`src/http_fixdate_to_epoch_seconds_unit_assert.svh`:
```
// Assertion macros for the HTTP fixdate to epoch seconds unit.
// Used by the top level; depends on nothing else.
`ifndef HTTP_FIXDATE_TO_EPOCH_SECONDS_UNIT_ASSERT_SVH
`define HTTP_FIXDATE_TO_EPOCH_SECONDS_UNIT_ASSERT_SVH

`ifndef SYNTHESIS

// The consequent must hold in the same cycle as the antecedent.
`define HFE_ASSERT_SAME(label, ante, cons) \
    label: assert property (@(posedge clk) disable iff (!rst_n) (ante) |-> (cons)) \
        else $error("hfe assertion failed");

// The consequent must hold in the cycle after the antecedent.
`define HFE_ASSERT_NEXT(label, ante, cons) \
    label: assert property (@(posedge clk) disable iff (!rst_n) (ante) |=> (cons)) \
        else $error("hfe assertion failed");

`else

`define HFE_ASSERT_SAME(label, ante, cons)
`define HFE_ASSERT_NEXT(label, ante, cons)

`endif

`endif

```
`src/hfe_pkg.sv`:
```
// Shared types, constants and helper functions for the HTTP fixdate unit.
// Used by the parser, the pipeline and the top level; depends on nothing.
package hfe_pkg;

    // Queue depths (powers of two).
    localparam int REC_QUEUE_DEPTH = 4;
    localparam int OUT_QUEUE_DEPTH = 2;

    // Character positions inside "Www, DD Mmm YYYY HH:MM:SS GMT".
    localparam logic [4:0] POS_WDAY_0  = 5'd0;
    localparam logic [4:0] POS_WDAY_1  = 5'd1;
    localparam logic [4:0] POS_WDAY_2  = 5'd2;
    localparam logic [4:0] POS_COMMA   = 5'd3;
    localparam logic [4:0] POS_SP_A    = 5'd4;
    localparam logic [4:0] POS_DAY_HI  = 5'd5;
    localparam logic [4:0] POS_DAY_LO  = 5'd6;
    localparam logic [4:0] POS_SP_B    = 5'd7;
    localparam logic [4:0] POS_MON_0   = 5'd8;
    localparam logic [4:0] POS_MON_1   = 5'd9;
    localparam logic [4:0] POS_MON_2   = 5'd10;
    localparam logic [4:0] POS_SP_C    = 5'd11;
    localparam logic [4:0] POS_YEAR_0  = 5'd12;
    localparam logic [4:0] POS_YEAR_1  = 5'd13;
    localparam logic [4:0] POS_YEAR_2  = 5'd14;
    localparam logic [4:0] POS_YEAR_3  = 5'd15;
    localparam logic [4:0] POS_SP_D    = 5'd16;
    localparam logic [4:0] POS_HOUR_HI = 5'd17;
    localparam logic [4:0] POS_HOUR_LO = 5'd18;
    localparam logic [4:0] POS_COLON_A = 5'd19;
    localparam logic [4:0] POS_MIN_HI  = 5'd20;
    localparam logic [4:0] POS_MIN_LO  = 5'd21;
    localparam logic [4:0] POS_COLON_B = 5'd22;
    localparam logic [4:0] POS_SEC_HI  = 5'd23;
    localparam logic [4:0] POS_SEC_LO  = 5'd24;
    localparam logic [4:0] POS_SP_E    = 5'd25;
    localparam logic [4:0] POS_G       = 5'd26;
    localparam logic [4:0] POS_M       = 5'd27;
    localparam logic [4:0] POS_T       = 5'd28;
    localparam logic [4:0] POS_SAT     = 5'd30;

    // Character codes.
    localparam logic [15:0] CH_COMMA = 16'h002C;
    localparam logic [15:0] CH_SPACE = 16'h0020;
    localparam logic [15:0] CH_COLON = 16'h003A;
    localparam logic [15:0] CH_ZERO  = 16'h0030;
    localparam logic [15:0] CH_NINE  = 16'h0039;
    localparam logic [15:0] CH_G     = 16'h0047;
    localparam logic [15:0] CH_M     = 16'h004D;
    localparam logic [15:0] CH_T     = 16'h0054;
    localparam logic [15:0] CH_UP_A  = 16'h0041;
    localparam logic [15:0] CH_UP_Z  = 16'h005A;
    localparam logic [15:0] CASE_GAP = 16'h0020;

    // Calendar arithmetic constants.
    localparam logic [13:0] ERA_YEARS         = 14'd400;
    localparam logic [23:0] DAYS_EPOCH_OFFSET = 24'd865565;
    localparam logic [16:0] SEC_PER_DAY       = 17'd86400;
    localparam logic [16:0] SEC_PER_HOUR      = 17'd3600;
    localparam logic [16:0] SEC_PER_MIN       = 17'd60;
    localparam logic [21:0] DAYS_PER_YEAR     = 22'd365;
    localparam logic [24:0] DIV25_MUL         = 25'd5243;
    localparam logic [3:0]  MONTH_FEB         = 4'd2;
    localparam logic [3:0]  MONTH_NONE        = 4'd0;

    // Lowercase month names, first letter in the top byte.
    localparam logic [23:0] MONTH_NAMES [12] = '{
        24'h6A616E, 24'h666562, 24'h6D6172, 24'h617072,
        24'h6D6179, 24'h6A756E, 24'h6A756C, 24'h617567,
        24'h736570, 24'h6F6374, 24'h6E6F76, 24'h646563
    };

    // One parsed date, handed from the front to the back.
    typedef struct packed {
        logic        ok;
        logic [13:0] year;
        logic [3:0]  month;
        logic [6:0]  day;
        logic [6:0]  hour;
        logic [6:0]  minute;
        logic [6:0]  second;
    } date_rec_t;

    // One finished result.
    typedef struct packed {
        logic               date_valid;
        logic signed [38:0] epoch_seconds;
    } result_t;

    // Lowercase only the letters A to Z.
    function automatic logic [15:0] lower_ascii(input logic [15:0] c);
        logic [15:0] r;
        r = c;
        if (c >= CH_UP_A && c <= CH_UP_Z)
        begin
            r = c + CASE_GAP;
        end
        return r;
    endfunction

    // Month number 1..12 from three lowercased letters, zero if no match.
    function automatic logic [3:0] month_index(input logic [15:0] a, input logic [15:0] b,
                                               input logic [15:0] c);
        logic [3:0] m;
        m = MONTH_NONE;
        for (int i = 0; i < 12; i++)
        begin
            if (a == {8'h00, MONTH_NAMES[i][23:16]} && b == {8'h00, MONTH_NAMES[i][15:8]} &&
                c == {8'h00, MONTH_NAMES[i][7:0]})
            begin
                m = 4'(i + 1);
            end
        end
        return m;
    endfunction

    // Days from March 1 to the first of the month, in a March-based year.
    function automatic logic [8:0] month_offset(input logic [3:0] m);
        logic [8:0] r;
        unique case (m)
            4'd1:    r = 9'd306;
            4'd2:    r = 9'd337;
            4'd3:    r = 9'd0;
            4'd4:    r = 9'd31;
            4'd5:    r = 9'd61;
            4'd6:    r = 9'd92;
            4'd7:    r = 9'd122;
            4'd8:    r = 9'd153;
            4'd9:    r = 9'd184;
            4'd10:   r = 9'd214;
            4'd11:   r = 9'd245;
            4'd12:   r = 9'd275;
            default: r = 9'd0;
        endcase
        return r;
    endfunction

endpackage

```
`src/hfe_fifo.sv`:
```
// Small synchronous queue with a count, used between the stages of the unit.
// Depends on nothing; DEPTH must be a power of two of at least two.
module hfe_fifo #(
    parameter int DEPTH = 2,
    parameter int WIDTH = 8
) (
    input  logic             clk,
    input  logic             rst_n,
    input  logic             wr_en,
    input  logic [WIDTH-1:0] wr_data,
    input  logic             rd_en,
    output logic [WIDTH-1:0] rd_data,
    output logic             full,
    output logic             empty
);

    localparam int PTR_W = $clog2(DEPTH);
    localparam int CNT_W = $clog2(DEPTH + 1);

    logic [WIDTH-1:0] mem_reg [DEPTH];
    logic [PTR_W-1:0] wr_ptr_reg;
    logic [PTR_W-1:0] rd_ptr_reg;
    logic [CNT_W-1:0] count_reg;
    logic             do_wr;
    logic             do_rd;

    assign full    = (count_reg == CNT_W'(DEPTH));
    assign empty   = (count_reg == '0);
    assign do_wr   = wr_en && !full;
    assign do_rd   = rd_en && !empty;
    assign rd_data = mem_reg[rd_ptr_reg];

    // Storage is written without reset.
    always_ff @(posedge clk)
    begin
        if (do_wr)
        begin
            mem_reg[wr_ptr_reg] <= wr_data;
        end
    end

    // Pointers and occupancy.
    always_ff @(posedge clk or negedge rst_n)
    begin
        if (!rst_n)
        begin
            wr_ptr_reg <= '0;
            rd_ptr_reg <= '0;
            count_reg  <= '0;
        end
        else
        begin
            if (do_wr)
            begin
                wr_ptr_reg <= wr_ptr_reg + 1'b1;
            end
            if (do_rd)
            begin
                rd_ptr_reg <= rd_ptr_reg + 1'b1;
            end
            if (do_wr && !do_rd)
            begin
                count_reg <= count_reg + 1'b1;
            end
            else if (do_rd && !do_wr)
            begin
                count_reg <= count_reg - 1'b1;
            end
        end
    end

endmodule

```
`src/hfe_front.sv`:
```
// Character parser: checks the fixdate layout and gathers the date fields.
// Depends on hfe_pkg; emits one date record per string.
module hfe_front (
    input  logic              clk,
    input  logic              rst_n,
    input  logic              char_valid,
    input  logic [15:0]       char_code,
    input  logic              last_char,
    output logic              rec_push,
    output hfe_pkg::date_rec_t rec
);

    logic [4:0]  pos_reg,    pos_next;
    logic        fok_reg,    fok_next;
    logic [6:0]  day_reg,    day_next;
    logic [6:0]  hour_reg,   hour_next;
    logic [6:0]  min_reg,    min_next;
    logic [6:0]  sec_reg,    sec_next;
    logic [13:0] year_reg,   year_next;
    logic [47:0] month_reg,  month_next;
    logic        is_digit;
    logic [3:0]  digit;
    logic [3:0]  month_num;

    assign is_digit  = (char_code >= hfe_pkg::CH_ZERO) && (char_code <= hfe_pkg::CH_NINE);
    assign digit     = char_code[3:0];
    assign month_num = hfe_pkg::month_index(hfe_pkg::lower_ascii(month_reg[15:0]),
                                            hfe_pkg::lower_ascii(month_reg[31:16]),
                                            hfe_pkg::lower_ascii(month_reg[47:32]));

    // Per-character check and accumulation.
    always_comb
    begin
        pos_next   = pos_reg;
        fok_next   = fok_reg;
        day_next   = day_reg;
        hour_next  = hour_reg;
        min_next   = min_reg;
        sec_next   = sec_reg;
        year_next  = year_reg;
        month_next = month_reg;
        unique case (pos_reg)
            hfe_pkg::POS_WDAY_0, hfe_pkg::POS_WDAY_1, hfe_pkg::POS_WDAY_2:
            begin
            end
            hfe_pkg::POS_COMMA:
            begin
                if (char_code != hfe_pkg::CH_COMMA) fok_next = 1'b0;
            end
            hfe_pkg::POS_SP_A, hfe_pkg::POS_SP_B, hfe_pkg::POS_SP_C, hfe_pkg::POS_SP_D,
            hfe_pkg::POS_SP_E:
            begin
                if (char_code != hfe_pkg::CH_SPACE) fok_next = 1'b0;
            end
            hfe_pkg::POS_COLON_A, hfe_pkg::POS_COLON_B:
            begin
                if (char_code != hfe_pkg::CH_COLON) fok_next = 1'b0;
            end
            hfe_pkg::POS_G:
            begin
                if (char_code != hfe_pkg::CH_G) fok_next = 1'b0;
            end
            hfe_pkg::POS_M:
            begin
                if (char_code != hfe_pkg::CH_M) fok_next = 1'b0;
            end
            hfe_pkg::POS_T:
            begin
                if (char_code != hfe_pkg::CH_T) fok_next = 1'b0;
            end
            hfe_pkg::POS_DAY_HI, hfe_pkg::POS_DAY_LO:
            begin
                if (is_digit) day_next = 7'(day_reg * 7'd10 + 7'(digit));
                else          fok_next = 1'b0;
            end
            hfe_pkg::POS_HOUR_HI, hfe_pkg::POS_HOUR_LO:
            begin
                if (is_digit) hour_next = 7'(hour_reg * 7'd10 + 7'(digit));
                else          fok_next  = 1'b0;
            end
            hfe_pkg::POS_MIN_HI, hfe_pkg::POS_MIN_LO:
            begin
                if (is_digit) min_next = 7'(min_reg * 7'd10 + 7'(digit));
                else          fok_next = 1'b0;
            end
            hfe_pkg::POS_SEC_HI, hfe_pkg::POS_SEC_LO:
            begin
                if (is_digit) sec_next = 7'(sec_reg * 7'd10 + 7'(digit));
                else          fok_next = 1'b0;
            end
            hfe_pkg::POS_YEAR_0, hfe_pkg::POS_YEAR_1, hfe_pkg::POS_YEAR_2,
            hfe_pkg::POS_YEAR_3:
            begin
                if (is_digit) year_next = 14'(year_reg * 14'd10 + 14'(digit));
                else          fok_next  = 1'b0;
            end
            hfe_pkg::POS_MON_0:
            begin
                month_next[15:0] = char_code;
            end
            hfe_pkg::POS_MON_1:
            begin
                month_next[31:16] = char_code;
            end
            hfe_pkg::POS_MON_2:
            begin
                month_next[47:32] = char_code;
            end
            default:
            begin
                // Anything past the last position makes the string too long.
                fok_next = 1'b0;
            end
        endcase
        if (pos_reg < hfe_pkg::POS_SAT)
        begin
            pos_next = pos_reg + 5'd1;
        end
    end

    // The record is built from the completed fields on the last character.
    always_comb
    begin
        rec_push   = char_valid && last_char;
        rec.ok     = fok_next && (pos_reg == hfe_pkg::POS_T) &&
                     (month_num != hfe_pkg::MONTH_NONE) &&
                     (day_reg >= 7'd1) && (day_reg <= 7'd31) && (hour_reg <= 7'd23) &&
                     (min_reg <= 7'd59) && (sec_reg <= 7'd59);
        rec.year   = year_reg;
        rec.month  = month_num;
        rec.day    = day_reg;
        rec.hour   = hour_reg;
        rec.minute = min_reg;
        rec.second = sec_reg;
    end

    // Parser state; returns to its reset value after the last character.
    always_ff @(posedge clk or negedge rst_n)
    begin
        if (!rst_n)
        begin
            pos_reg   <= '0;
            fok_reg   <= 1'b1;
            day_reg   <= '0;
            hour_reg  <= '0;
            min_reg   <= '0;
            sec_reg   <= '0;
            year_reg  <= '0;
            month_reg <= '0;
        end
        else if (char_valid)
        begin
            if (last_char)
            begin
                pos_reg   <= '0;
                fok_reg   <= 1'b1;
                day_reg   <= '0;
                hour_reg  <= '0;
                min_reg   <= '0;
                sec_reg   <= '0;
                year_reg  <= '0;
                month_reg <= '0;
            end
            else
            begin
                pos_reg   <= pos_next;
                fok_reg   <= fok_next;
                day_reg   <= day_next;
                hour_reg  <= hour_next;
                min_reg   <= min_next;
                sec_reg   <= sec_next;
                year_reg  <= year_next;
                month_reg <= month_next;
            end
        end
    end

endmodule

```
`src/hfe_back.sv`:
```
// Four-stage pipeline that turns a date record into signed Unix seconds.
// Depends on hfe_pkg; the whole pipeline holds while stage 4 holds a result and the result queue is full.
module hfe_back (
    input  logic               clk,
    input  logic               rst_n,
    input  logic               rec_avail,
    input  hfe_pkg::date_rec_t rec,
    output logic               rec_pop,
    input  logic               out_full,
    output logic               res_push,
    output hfe_pkg::result_t   res
);

    logic               adv;
    logic               s1_valid_reg, s2_valid_reg, s3_valid_reg, s4_valid_reg;

    // Stage 1: shifted year, day of year, time of day.
    logic               s1_ok_reg;
    logic [13:0]        s1_year_reg;
    logic [8:0]         s1_doy_reg;
    logic [16:0]        s1_tod_reg;
    logic [13:0]        s1_year_next;
    logic [8:0]         s1_doy_next;
    logic [16:0]        s1_tod_next;

    // Stage 2: year terms.
    logic               s2_ok_reg;
    logic [21:0]        s2_y365_reg;
    logic [11:0]        s2_q4_reg;
    logic [7:0]         s2_q100_reg;
    logic [7:0]         s2_q400_reg;
    logic [8:0]         s2_doy_reg;
    logic [16:0]        s2_tod_reg;
    logic [24:0]        q100_prod;
    logic [24:0]        q400_prod;

    // Stage 3: day count.
    logic               s3_ok_reg;
    logic signed [23:0] s3_days_reg;
    logic [16:0]        s3_tod_reg;
    logic [23:0]        s3_days_next;

    // Stage 4: seconds.
    hfe_pkg::result_t   s4_res_reg;
    logic signed [17:0] sec_per_day_s;
    logic signed [41:0] day_secs;
    logic [38:0]        secs_sum;

    assign adv      = !(s4_valid_reg && out_full);
    assign rec_pop  = adv && rec_avail;
    assign res_push = s4_valid_reg && !out_full;
    assign res      = s4_res_reg;

    // Stage 1 logic: the year starts in March, shifted by one era to stay positive.
    always_comb
    begin
        s1_year_next = rec.year + hfe_pkg::ERA_YEARS -
                       14'((rec.month <= hfe_pkg::MONTH_FEB) ? 1 : 0);
        s1_doy_next  = hfe_pkg::month_offset(rec.month) + 9'(rec.day) - 9'd1;
        s1_tod_next  = 17'(rec.hour) * hfe_pkg::SEC_PER_HOUR +
                       17'(rec.minute) * hfe_pkg::SEC_PER_MIN + 17'(rec.second);
    end

    // Stage 2 logic: divisions by 100 and 400 as a multiply by 1/25 after a shift.
    assign q100_prod = 25'(s1_year_reg[13:2]) * hfe_pkg::DIV25_MUL;
    assign q400_prod = 25'(s1_year_reg[13:4]) * hfe_pkg::DIV25_MUL;

    // Stage 3 logic: civil day count relative to 1970-01-01.
    assign s3_days_next = 24'(s2_y365_reg) + 24'(s2_q4_reg) - 24'(s2_q100_reg) +
                          24'(s2_q400_reg) + 24'(s2_doy_reg) - hfe_pkg::DAYS_EPOCH_OFFSET;

    // Stage 4 logic: one signed multiply and the time-of-day add.
    assign sec_per_day_s = $signed({1'b0, hfe_pkg::SEC_PER_DAY});
    assign day_secs      = s3_days_reg * sec_per_day_s;
    assign secs_sum      = day_secs[38:0] + 39'(s3_tod_reg);

    // Stage valid bits.
    always_ff @(posedge clk or negedge rst_n)
    begin
        if (!rst_n)
        begin
            s1_valid_reg <= 1'b0;
            s2_valid_reg <= 1'b0;
            s3_valid_reg <= 1'b0;
            s4_valid_reg <= 1'b0;
        end
        else if (adv)
        begin
            s1_valid_reg <= rec_avail;
            s2_valid_reg <= s1_valid_reg;
            s3_valid_reg <= s2_valid_reg;
            s4_valid_reg <= s3_valid_reg;
        end
    end

    // Stage payloads.
    always_ff @(posedge clk)
    begin
        if (adv)
        begin
            s1_ok_reg   <= rec.ok;
            s1_year_reg <= s1_year_next;
            s1_doy_reg  <= s1_doy_next;
            s1_tod_reg  <= s1_tod_next;

            s2_ok_reg   <= s1_ok_reg;
            s2_y365_reg <= 22'(s1_year_reg) * hfe_pkg::DAYS_PER_YEAR;
            s2_q4_reg   <= s1_year_reg[13:2];
            s2_q100_reg <= q100_prod[24:17];
            s2_q400_reg <= q400_prod[24:17];
            s2_doy_reg  <= s1_doy_reg;
            s2_tod_reg  <= s1_tod_reg;

            s3_ok_reg   <= s2_ok_reg;
            s3_days_reg <= $signed(s3_days_next);
            s3_tod_reg  <= s2_tod_reg;

            s4_res_reg.date_valid    <= s3_ok_reg;
            s4_res_reg.epoch_seconds <= s3_ok_reg ? $signed(secs_sum) : '0;
        end
    end

endmodule

```
`src/http_fixdate_to_epoch_seconds_unit.sv`:
```
// HTTP IMF-fixdate to Unix time converter, top level.
// Depends on hfe_pkg, hfe_fifo, hfe_front, hfe_back and the assertion header.
//
// Usage: characters of a date string arrive one per transaction on the input
// queue (push/full, char_code, last_char); last_char marks the final one.
// Each string produces exactly one result transaction on the output queue
// (empty/pop, date_valid, epoch_seconds); epoch_seconds is zero when the
// string is not a well-formed 29-character IMF-fixdate.
// Throughput: one character per cycle while full is low. The parser handles
// each character in the cycle it is accepted, and a four-stage arithmetic
// pipeline converts one finished date per cycle unless it holds on a full
// result queue. A finished date passes through the record queue, the four
// pipeline stages and the result queue, in that order.
// A record queue of REC_DEPTH entries separates the parser from the pipeline.
// When the receiver stops popping, the result queue fills, the pipeline holds,
// then the record queue fills and full rises; no transaction is lost.
// Reset clears the parser state and the pipeline valid bits and empties both queues.
`include "http_fixdate_to_epoch_seconds_unit_assert.svh"

module http_fixdate_to_epoch_seconds_unit #(
    parameter int REC_DEPTH = hfe_pkg::REC_QUEUE_DEPTH,
    parameter int OUT_DEPTH = hfe_pkg::OUT_QUEUE_DEPTH
) (
    input  logic               clk,
    input  logic               rst_n,
    input  logic               push,
    output logic               full,
    input  logic [15:0]        char_code,
    input  logic               last_char,
    output logic               empty,
    input  logic               pop,
    output logic               date_valid,
    output logic signed [38:0] epoch_seconds
);

    logic               char_accept;
    logic               rec_push;
    hfe_pkg::date_rec_t rec_in;
    hfe_pkg::date_rec_t rec_head;
    logic               rec_full;
    logic               rec_empty;
    logic               rec_pop;
    logic               res_push;
    hfe_pkg::result_t   res_in;
    hfe_pkg::result_t   res_head;
    logic               out_full;

    assign full          = rec_full;
    assign char_accept   = push && !rec_full;
    assign date_valid    = res_head.date_valid;
    assign epoch_seconds = res_head.epoch_seconds;

    // Front: layout check and field capture.
    hfe_front u_front (
        .clk        (clk),
        .rst_n      (rst_n),
        .char_valid (char_accept),
        .char_code  (char_code),
        .last_char  (last_char),
        .rec_push   (rec_push),
        .rec        (rec_in)
    );

    // Record queue between the parser and the arithmetic.
    hfe_fifo #(
        .DEPTH (REC_DEPTH),
        .WIDTH ($bits(hfe_pkg::date_rec_t))
    ) u_rec_queue (
        .clk     (clk),
        .rst_n   (rst_n),
        .wr_en   (rec_push),
        .wr_data (rec_in),
        .rd_en   (rec_pop),
        .rd_data (rec_head),
        .full    (rec_full),
        .empty   (rec_empty)
    );

    // Back: calendar arithmetic.
    hfe_back u_back (
        .clk       (clk),
        .rst_n     (rst_n),
        .rec_avail (!rec_empty),
        .rec       (rec_head),
        .rec_pop   (rec_pop),
        .out_full  (out_full),
        .res_push  (res_push),
        .res       (res_in)
    );

    // Result queue toward the receiver.
    hfe_fifo #(
        .DEPTH (OUT_DEPTH),
        .WIDTH ($bits(hfe_pkg::result_t))
    ) u_out_queue (
        .clk     (clk),
        .rst_n   (rst_n),
        .wr_en   (res_push),
        .wr_data (res_in),
        .rd_en   (pop),
        .rd_data (res_head),
        .full    (out_full),
        .empty   (empty)
    );

    // An invalid date always carries zero seconds.
    `HFE_ASSERT_SAME(a_invalid_zero, !empty && !date_valid, epoch_seconds == 39'sd0)
    // A valid date lies between year 0 and the end of year 9999.
    `HFE_ASSERT_SAME(a_valid_range, !empty && date_valid,
        (epoch_seconds >= -39'sd62167219200) && (epoch_seconds <= 39'sd253402300799))
    // The input side can only become full after a record was queued.
    `HFE_ASSERT_NEXT(a_full_needs_record, !rec_push && !full, !full)

endmodule
```
`config.mk`:
```
export PLATFORM = sky130hd
export DESIGN_NAME = http_fixdate_to_epoch_seconds_unit
export DESIGN_NICKNAME = d
export VERILOG_FILES = /design/src/hfe_pkg.sv /design/src/hfe_fifo.sv /design/src/hfe_front.sv /design/src/hfe_back.sv /design/src/http_fixdate_to_epoch_seconds_unit.sv
export VERILOG_INCLUDE_DIRS = /design/src /design/src/src
export SDC_FILE = /design/constraint.sdc
export NUM_CORES = 2
export LEC_CHECK = 0
export BUFFER_PORTS_ARGS = -buffer_cell sky130_fd_sc_hd__buf_2
export CAP_MARGIN = 15
export CORE_ASPECT_RATIO = 0.6
export CORE_MARGIN = 5
export CORE_UTILIZATION = 60
export CTS_CLUSTER_DIAMETER = 150
export DETAILED_ROUTE_END_ITERATION = 6
export PLACE_DENSITY = 0.77
export RECOVER_POWER = 25
export SLEW_MARGIN = 10
export SYNTH_ARGS = -nofsm -noshare
export SYNTH_HDL_FRONTEND = slang
export SYNTH_HIERARCHICAL = 1
export SYNTH_SLANG_ARGS = --single-unit
```
`constraint.sdc`:
```
create_clock -name clk -period 7.4 [get_ports clk]
set_clock_uncertainty 0.05 [all_clocks]
set_input_delay 0.74 -clock clk [delete_from_list [all_inputs] [get_ports clk]]
set_output_delay 0.74 -clock clk [all_outputs]
set_load 0.005 [all_outputs]
```
==> run metrics <==
critical path's largest stage delay 0.59 ns; Yosys reg bits 577; Final setup viols 0; worst hold path cell count 0; Synth area leader edfxtp_1; WS Path Type flop to flop; H-tree level count 2; synth warn 6; largest net degree at the start of global routing 171; maximum fanout along the worst path 7; Top cell by count, worst path fa_1; CTS Buf Count 52; Buffers & Inverters on Critical Path 2; layout cells sized above 1 9.61%; setup bufs post-CTS 0; Worst Hold Class flop to flop; CP max-delay cell fa_1; initial antenna violation count 0; worst skew pair latency 0.62 ns; clock sinks 577; vias 23.4k; count leader, synth inv_1; Mean Syn Cell Area 12.3 um2; Cells after Synth 3,190; max reg flops 188; r2r endpoint u_back/s2_q100_reg[7]; RSZ-0062 raised after global routing false; syn nets 3,897; Reg-to-Reg Start u_back/s1_year_reg[8]; All-Layer GR Usage 21.9%; first-pass iteration count of the detailed router 5; grt ovf 0; chip height 208 um; Final Max Slew Viols 53; first-pass GRT wire length 127,000 um; Arrival @ worst endpoint 6.53 ns; Slew HR -88.2%; 1st-iter DRT viols 1,581; chip width 339 um; cells along the critical path fa_1 -> fa_1 -> inv_1 -> fa_1 -> inv_1 -> fa_1 -> fa_1 -> ha_1 -> a21o_1 -> a21oi_1 -> o21a_1 -> o31ai_1 -> a211oi_1 -> o21ai_0 -> a31oi_1 -> o21a_1 -> o21ai_0 -> xor2_1; max-cap violation count 1; vias in the first global route 24.4k; status finished, violations left; TritonCTS clock tree yes; register area share after synthesis 42.9%; Startpoint Class flop; DRC Markers 0; synthesized cell area 39,100 um2; diodes inserted 0; period utilization 84.1%; asr flop ratio synth 19.2%; Hold Crit Start u_back/s2_tod_reg[7]; Starting Density 60.6%; number of hold violations in the final report 0; Post-CTS Hold Buffers 0; root buffer cell clkbuf_16; CTS Buffer Depth 3; Via density 5.65; Clock Pin Slew Worst Setup and Hold Paths 0.07 ns; I/O pins 63; top cells by area, synth edfxtp_1 (36%), ha_1 (15%), fa_1 (11%), dfrtp_1 (7.0%), inv_1 (5.1%); top cells by instance count after synthesis inv_1 (529), edfxtp_1 (466), ha_1 (465); Yosys top cell area share 35.8%; Wirelength per Cell 18.2 um; CP Capture Type flop; Post-Route WL 75,500 um; GP Congestion 0.904; post_cts resized 0; flop-to-flop setup slack 1.18 ns; num rows 72; Core Region 64,500 um2; Routed Antenna Nets 0; minimum clock period after layout 6.22 ns; Port Buffer Count 62; die area 70,500 um2; critical path required time 7.70 ns; TNS Setup 0 ns; Least-Margin Pin Slew 2.82 ns; Min-Delay Endpoint u_back/s3_tod_reg[7]; Cell variety after synth 95; Worst path top cell family by delay adder cells; upper clock frequency limit 0.161 GHz; dominant synthesized flop cell edfxtp_1; number of synthesized flops with an enable pin 466; area delta synth->final 7.31%; path depth of the worst reg2reg path 18; nets 3,951; failing checks max-capacitance violations, max-slew violations; DP HPWL 56,800 um
## metal layers
layer,share of wire (%),global-route usage (%),vias to the layer above
met5,0,0,-
met4,1.5,4.38,0
met2,44,33.7,542
li1,-,-,11300
met1,49,33.8,11500
met3,4.8,2.90,86
## cells in the final DEF (no fill, tap or decap), types with 11 or more instances in the layout
| master | instances |
|---|---|
| inv_1 | 529 |
| edfxtp_1 | 466 |
| ha_1 | 465 |
| fa_1 | 221 |
| xnor2_1 | 138 |
| o21ai_0 | 129 |
| nor2_1 | 115 |
| dfrtp_1 | 107 |
| a21oi_1 | 104 |
| nand2_1 | 102 |
| nand3_1 | 80 |
| buf_2 | 61 |
| xor2_1 | 60 |
| clkbuf_16 | 54 |
| a21o_1 | 50 |
| mux4_2 | 47 |
| mux2_4 | 39 |
| nand2b_1 | 38 |
| nor3_1 | 30 |
| nand4_1 | 25 |
| and2_1 | 23 |
| nor2b_1 | 22 |
| o21bai_1 | 19 |
| a22o_1 | 18 |
| o21a_1 | 15 |
| and3_1 | 14 |
| clkinv_2 | 13 |
| nor3b_1 | 13 |
| or3_1 | 13 |
| clkbuf_1 | 12 |
| or2_2 | 12 |
| nor4_1 | 12 |
| o211ai_1 | 11 |
## layout make-up
class / count / area (um2)
Clock inverter: 33 / 394
Timing Repair Buffer: 74 / 424
Inverter: 529 / 1990
Fill cell: 4614 / 22600
Sequential cell: 577 / 16800
Clock buffer: 65 / 1390
Multi-Input combinational cell: 2010 / 19900
Tap cell: 851 / 1060
## how the worst max path moves through the flow
stage	endpoint	start	slack, ns	cells after the start
after global placement	u_back/s1_tod_reg[15]	u_rec_queue/rd_ptr_reg[0]	1.47	18
after CTS	u_back/s2_q100_reg[7]	u_back/s1_year_reg[8]	1.26	18
after detailed placement	u_back/s1_tod_reg[15]	u_rec_queue/rd_ptr_reg[0]	1.28	18
final	u_back/s2_q100_reg[7]	u_back/s1_year_reg[8]	1.18	18
after global routing	u_back/s2_q100_reg[7]	u_back/s1_year_reg[12]	0.81	20
after floorplan	u_rec_queue/count_reg[1]	u_out_queue/count_reg[0]	0.79	9
## stage by stage
step	setup WS, ns	instance area (um2)	std cells	hold slack, ns	util, %
2_1_floorplan	0.786	39100	3190	0.350	-
3_3_place_gp	1.47	40100	4040	0.351	62.2
3_5_place_dp	1.28	40100	4040	0.355	62.2
4_1_cts	1.26	41900	4138	0.112	65.0
5_1_grt	0.806	41900	4139	0.357	65.0
6_report	1.18	41900	4139	0.361	65.0
## logic make-up after synthesis
kind of cell	share of synthesized area, %
multiplexers	4.70
flip-flops	42.9
AO/OA/AOI/OAI	7.61
XOR/XNOR	4.48
adder cells (fa/ha/maj)	26.2
buffers and inverters	6.21
AND/OR/NAND/NOR	7.88
## worst register-to-register path, cell delays in order, from the launching register on
cell,delay (ns)
edfxtp_1,0.58
fa_1,0.59
fa_1,0.53
inv_1,0.06
fa_1,0.59
inv_1,0.08
fa_1,0.52
fa_1,0.49
ha_1,0.32
a21o_1,0.17
a21oi_1,0.18
o21a_1,0.15
o31ai_1,0.07
a211oi_1,0.38
o21ai_0,0.24
a31oi_1,0.44
o21a_1,0.23
o21ai_0,0.11
xor2_1,0.16
Power is left out: the tool's default activity adds up to more than one toggle a clock period on the data nets, which glitch-free logic cannot reach.
